===== src/hdl/vau_pkg.sv =====
// Shared types, constants and helper functions of the vector arithmetic unit.
`timescale 1ns / 1ps

package vau_pkg;

  // Default word geometry: signed Q16.16.
  localparam int DEF_WORD_BITS     = 32;
  localparam int DEF_FRACTION_BITS = 16;

  // Stream widths.
  localparam int IN_DATA_W  = 224;
  localparam int IN_USER_W  = 4;
  localparam int OUT_DATA_W = 128;
  localparam int OUT_USER_W = 2;

  // Depth of the queue between the front and the back.
  localparam int QUEUE_DEPTH = 4;

  // Number of shift-search steps that bring a wide vector into 32 bits.
  localparam int SHIFT_STEPS = 7;
  // Root bits of the square root of a 64-bit sum of squares.
  localparam int SQRT_STEPS  = 32;

  // Operation codes, equal to the action codes of the input beat.
  typedef enum logic [3:0] {
    OP_ADD    = 4'd0,
    OP_SUB    = 4'd1,
    OP_NEG    = 4'd2,
    OP_SCALE  = 4'd3,
    OP_DOT    = 4'd4,
    OP_CROSS  = 4'd5,
    OP_UCROSS = 4'd6,
    OP_NORM   = 4'd7,
    OP_MAG    = 4'd8,
    OP_NONE   = 4'd15
  } op_e;

  // One classified item as it travels from the front to the back.
  typedef struct packed {
    op_e                op;
    logic signed [31:0] ax;
    logic signed [31:0] ay;
    logic signed [31:0] az;
    logic signed [31:0] bx;
    logic signed [31:0] by;
    logic signed [31:0] bz;
    logic signed [31:0] sf;
  } vau_item_t;

  // Saturated result word with its overflow flag.
  typedef struct packed {
    logic        ov;
    logic [31:0] val;
  } sat_t;

  // Reads the low ew bits of a word as a signed value.
  function automatic logic signed [31:0] sext_word(input logic [31:0] x, input int ew);
    logic [31:0] t;
    t = x << (32 - ew);
    return $signed(t) >>> (32 - ew);
  endfunction

  // Clamps a wide signed value to the signed ew-bit range.
  function automatic sat_t saturate(input logic signed [65:0] v, input int ew);
    logic signed [65:0] hi;
    logic signed [65:0] lo;
    sat_t               r;
    hi    = (66'sd1 <<< (ew - 1)) - 66'sd1;
    lo    = -hi - 66'sd1;
    r.ov  = 1'b0;
    r.val = v[31:0];
    if (v > hi) begin
      r.ov  = 1'b1;
      r.val = hi[31:0];
    end else if (v < lo) begin
      r.ov  = 1'b1;
      r.val = lo[31:0];
    end
    return r;
  endfunction

endpackage


===== src/hdl/vau_queue.sv =====
// Short first-in first-out queue that decouples the front from the back.
`timescale 1ns / 1ps

module vau_queue import vau_pkg::*; (
  input  logic      clk_i,
  input  logic      rst_ni,
  input  logic      push_i,
  input  vau_item_t item_i,
  output logic      full_o,
  input  logic      pop_i,
  output logic      valid_o,
  output vau_item_t item_o
);

  localparam int AW = $clog2(QUEUE_DEPTH);

  vau_item_t     mem_q [QUEUE_DEPTH];
  logic [AW-1:0] wptr_q, wptr_d;
  logic [AW-1:0] rptr_q, rptr_d;
  logic [AW:0]   count_q, count_d;
  logic          do_push, do_pop;

  assign full_o  = (count_q == (AW + 1)'(QUEUE_DEPTH));
  assign valid_o = (count_q != '0);
  assign item_o  = mem_q[rptr_q];
  assign do_push = push_i && !full_o;
  assign do_pop  = pop_i && valid_o;

  // Pointer and fill level update.
  always_comb begin
    wptr_d  = do_push ? wptr_q + 1'b1 : wptr_q;
    rptr_d  = do_pop ? rptr_q + 1'b1 : rptr_q;
    count_d = count_q;
    if (do_push && !do_pop) begin
      count_d = count_q + 1'b1;
    end else if (do_pop && !do_push) begin
      count_d = count_q - 1'b1;
    end
  end

  always_ff @(posedge clk_i or negedge rst_ni) begin
    if (!rst_ni) begin
      wptr_q  <= '0;
      rptr_q  <= '0;
      count_q <= '0;
    end else begin
      wptr_q  <= wptr_d;
      rptr_q  <= rptr_d;
      count_q <= count_d;
    end
  end

  // Storage.
  always_ff @(posedge clk_i) begin
    if (do_push) begin
      mem_q[wptr_q] <= item_i;
    end
  end

  assert property (@(posedge clk_i) disable iff (!rst_ni)
    count_q <= (AW + 1)'(QUEUE_DEPTH))
    else $error("queue fill level beyond its depth");

  assert property (@(posedge clk_i) disable iff (!rst_ni)
    (do_push && !do_pop) |=> (count_q == $past(count_q) + 1'b1))
    else $error("queue fill level did not follow a lone write");

  assert property (@(posedge clk_i) disable iff (!rst_ni)
    (count_q == '0) |-> (wptr_q == rptr_q))
    else $error("empty queue with pointers apart");

endmodule


===== config.mk =====
export PLATFORM = sky130hd
export DESIGN_NAME = vau_queue
export DESIGN_NICKNAME = d
export VERILOG_FILES = /design/src/hdl/vau_pkg.sv /design/src/hdl/vau_queue.sv
export SDC_FILE = /design/constraint.sdc
export NUM_CORES = 1
export LEC_CHECK = 0
export ABC_AREA = 1
export BUFFER_PORTS_ARGS = -buffer_cell sky130_fd_sc_hd__buf_2
export CORE_MARGIN = 2
export CORE_UTILIZATION = 42
export DETAILED_ROUTE_END_ITERATION = 10
export PLACE_DENSITY = 0.72
export SETUP_SLACK_MARGIN = 0.3
export SLEW_MARGIN = 0
export SYNTH_ARGS = -nofsm -noshare
export SYNTH_HDL_FRONTEND = slang
export SYNTH_SLANG_ARGS = --single-unit

===== constraint.sdc =====
create_clock -name clk_i -period 19.1 [get_ports clk_i]
set_clock_uncertainty 0.15 [all_clocks]
set_input_delay 0.955 -clock clk_i [delete_from_list [all_inputs] [get_ports clk_i]]
set_output_delay 0.955 -clock clk_i [all_outputs]
set_load 0.05 [all_outputs]

Word-level counts from Yosys, hierarchy flattened
Memory sizes are Yosys's and may differ from the RTL's.
Index checks and enable logic that the tools add are counted.
- memories kept: 1
- register bits after elaboration: 7
- memory bits (writable): 912
- output and inout bits: 230
- logic and storage cells: 22
- memories (memory ; words ; width ; rd ports ; clocked after Yosys merged registers in ; wr ports ; line ; source):
    mem_q ; 4 ; 228 ; 1 ; 0 ; 1 ; vau_queue.sv:17 ; vau_item_t mem_q [QUEUE_DEPTH];
- multiplexer cells: 4
- add/subtract/negate cells: 4
- reduce and logical (&&, ||, !) cells: 9
- eq/ne operators: 1
- operators by type and width (kind ; count):
    $mux W3 ; 2
    $add A2 B1 Y2 const B ; 2
    $logic_and A1 B1 Y1 ; 4
    $add A3 B1 Y3 const B ; 1
    $eq A3 B3 Y1 const B ; 1
    $logic_not A1 Y1 ; 3
    $reduce_bool A3 Y1 ; 1
    $sub A3 B1 Y3 const B ; 1
    $mux W1 ; 2
    $reduce_bool A2 Y1 ; 1

Depth between registers and ports, before layout
- depth in word-level cells: 7
- mapped depth: 12

Worst setup path before layout
OpenSTA, ideal clock, no wires.
- kind: input to register
- start: input push_i
- end: memory mem_q[0][0] (netlist name), enable pin
- path buffers: 0
- arrival: 10.545 ns
- stages: 2
- library setup time: 0.822 ns
- slack: 7.584 ns
- path through: nand2_1 -> nor2_1
- cells in the longest elaborated chain, start to end: 3
- RTL lines (what ; line ; source):
    start: declaration ; vau_queue.sv:7 ; input logic push_i,
    $logic_and A1 B1 Y1 ; vau_queue.sv:26 ; assign do_push = push_i && !full_o;
    $mux W1 ; vau_queue.sv:55 ; if (do_push) begin
    $mux W1 (implied by the code) ; vau_queue.sv:56 ; mem_q[wptr_q] <= item_i;
    end: declaration ; vau_queue.sv:17 ;
Every way passes these cells.

==> flow_summary.ini <==
[status]
status = finished clean

[logic_synthesis]
seq_area_frac_synth_pct = 75.9
syn_nets = 2959
synth-seq-cells = 919
synth_warnings = 0
syn_avg_cell_area_um2 = 13.3
netlist_area_um2 = 36300
ys_types = 18
syn_inst = 2721

[detailed_routing]
drt-total-wl_um = 77900
vias = 21579
drtAntennaViolNets = 0
drtPass1Iterations = 7
drc = 0
wl_per_cell_um = 17.7
drt_iter0_markers = 1808
vias_per_cell = 4.92

[timing]
relSlewSlack_pct = 14.4
max_freq_ghz = 0.196
finalCritPeriodShare_pct = 26.7
hold_viol = 0
rsz0062_at_grt = false
slew_viol_final = 0
setup_slack_ps = 14000
tightestPinTransition_ps = 1280
period_needed_ps = 5100
whs_ps = 343
fin_tns_setup_ps = 0
final-setup-viol-count = 0

[global_routing]
met2_usage_pct = 29.7
first_global_vias = 20817
grt_overflow_total = 0
grt_pass1_wl_um = 118000
met1_usage_pct = 20.4
top_usage_layer = met2
grt_max_degree = 297
use_met3_pct = 3.82
track_usage_pct = 17.1
antenna_found_initial = 25

[floorplanning]
start_util_pct = 42.5
die_h_um = 298
die_x_um = 298
dieArea_um2 = 88800
fp-row-count = 107
core_area_um2 = 85400
ios = 462

[pwr]
power.total_mw = 7.72
power.density_nw_per_um2 = 182
ir_drop_v = 0.000143
leakagePower_nw = 16.9

[setup_path]
path_cells = inv_8 -> buf_4 -> buf_4 -> o211ai_1 -> nand2_1 -> buf_2
worstPathArrival_ps = 4000
crit_family = buffers and inverters
crit_path_max_incr_delay_ps = 720
critical_path_class = register to output pin
setup.worst_path.start_class = register
required_ps = 18000
path_buf_inv = 4
slowest_stage = buf_4
r2r_slack_ps = 15220
crit_path_end_kind = output pin
path_max_fanout = 105
worst_path_most_repeated_cell = buf_4

[cts]
cts_buffer_depth = 3
cts_made_buffers = 94
clockRootBuffer = clkbuf_16
cts_tree = yes
cts_resized = 0
htreeDepth = 3
clk_latency_ps = 630
post_cts_buffers = 0
clkTransAtPathRegs_ps = 60
cts_hold_buffers = 1
clock_sinks = 919

[place]
gp_congestion = 0.800
place_ws_ps = 14510
io_buffers = 461
dp_hpwl_um = 47100

[finish]
fill_cells = 7285
areaGrowthSynthToFinish_pct = 17.1
drive_gt1_share_pct = 19.1
nets = 3389
final_core_util_pct = 49.8

[flow_run]
drv_cap = 0

[worst_hold_path]
hold_class = register to register
layer usage:
layer / wire length (um) / up-vias
li1: - / 10428
met1: 30100 / 10330
met2: 40000 / 642
met3: 4830 / 165
met4: 2800 / 14
met5: 80 / -
registers in the layout, summed over array words and instances, names as in the netlist:
name	cells
count_q	3
mem_q	912
rptr_q	2
wptr_q	2
cells in the mapped netlist:
cell	count	area, um2
buf_1	5	18.8
buf_2	87	435
buf_4	14	105
buf_6	5	56.3
clkbuf_1	41	154
dfrtp_1	7	175
edfxtp_1	912	27400
fa_1	1	20.0
ha_1	5	62.6
inv_1	471	1770
inv_2	1	3.75
nand2_1	702	2640
nand3_1	7	35.0
nand4_1	1	6.26
nor2_1	4	15.0
o211ai_1	456	3420
o21ai_0	1	5.00
xnor2_1	1	8.76
final cells by class:
type / instances / area, um2 / area share [%]
Sequential cell: 919 / 27600 / 64.8
Multi-Input combinational cell: 1178 / 6240 / 14.7
Timing Repair Buffer: 486 / 2530 / 5.96
Clock buffer: 115 / 2450 / 5.77
Inverter: 472 / 1790 / 4.20
Tap cell: 1144 / 1430 / 3.37
Clock inverter: 56 / 452 / 1.06
Antenna cell: 20 / 50.0 / 0.118
worst paths after layout:
check	cells past startpoint	endpoint	from
setup / recovery	6	item_o[80]	rptr_q[1]$_DFFE_PN0P_
hold / removal	2	count_q[2]$_DFFE_PN0P_	count_q[2]$_DFFE_PN0P_
setup reg to reg	6	mem_q[1][100]$_DFFE_PP_	count_q[0]$_DFFE_PN0P_
hold reg to reg	2	count_q[2]$_DFFE_PN0P_	count_q[2]$_DFFE_PN0P_
max in group asynchronous	2	rptr_q[1]$_DFFE_PN0P_	rst_ni
min in group asynchronous	2	rptr_q[0]$_DFFE_PN0P_	rst_ni
worst min-delay path, stage by stage, from the launching register on:
cell	delay, ps
dfrtp_1	360
nand2_1	60
nand2_1	50
cell usage in the layout, fill, tap and decap left out, types with 5 or more instances in the layout:
cell type  instances
nand2_1          702
edfxtp_1         912
bufinv_16          5
o211ai_1         456
nand3_1            7
dfrtp_1            6
clkinv_2          11
diode_2           20
ha_1               5
inv_1            470
clkbuf_1          20
buf_2            461
clkbuf_16         95
buf_4             21
clkinv_1          28
report_power, final:
part           leakage (nW)  switching [mW]  internal (mW)
clock network          1.42           0.744          0.983
registers              8.44          0.0983           2.65
logic                  7.06            2.59          0.654
cells by family (layout without fill, tap and decap cells):
| group | after synthesis | count (layout) | share of synthesized area, % |
|---|---|---|---|
| DFF | 919 | 919 | 75.9 |
| and+or+nand+nor | 714 | 714 | 7.41 |
| other | 0 | 20 | 0 |
| AOI/OAI and AO/OA | 457 | 457 | 9.44 |
| buffers and inverters | 624 | 1129 | 7.00 |
| adders and majority gates | 6 | 6 | 0.227 |
| xor gates and xnor gates | 1 | 1 | 0.0241 |
stage by stage:
stage / instances / cell area, um2
2_1_floorplan: 2721 / 36300
3_3_place_gp: 4198 / 39500
3_5_place_dp: 4198 / 39500
4_1_cts: 4370 / 42500
5_1_grt: 4387 / 42500
6_report: 4390 / 42500
Power figures use the tool's default switching activity.
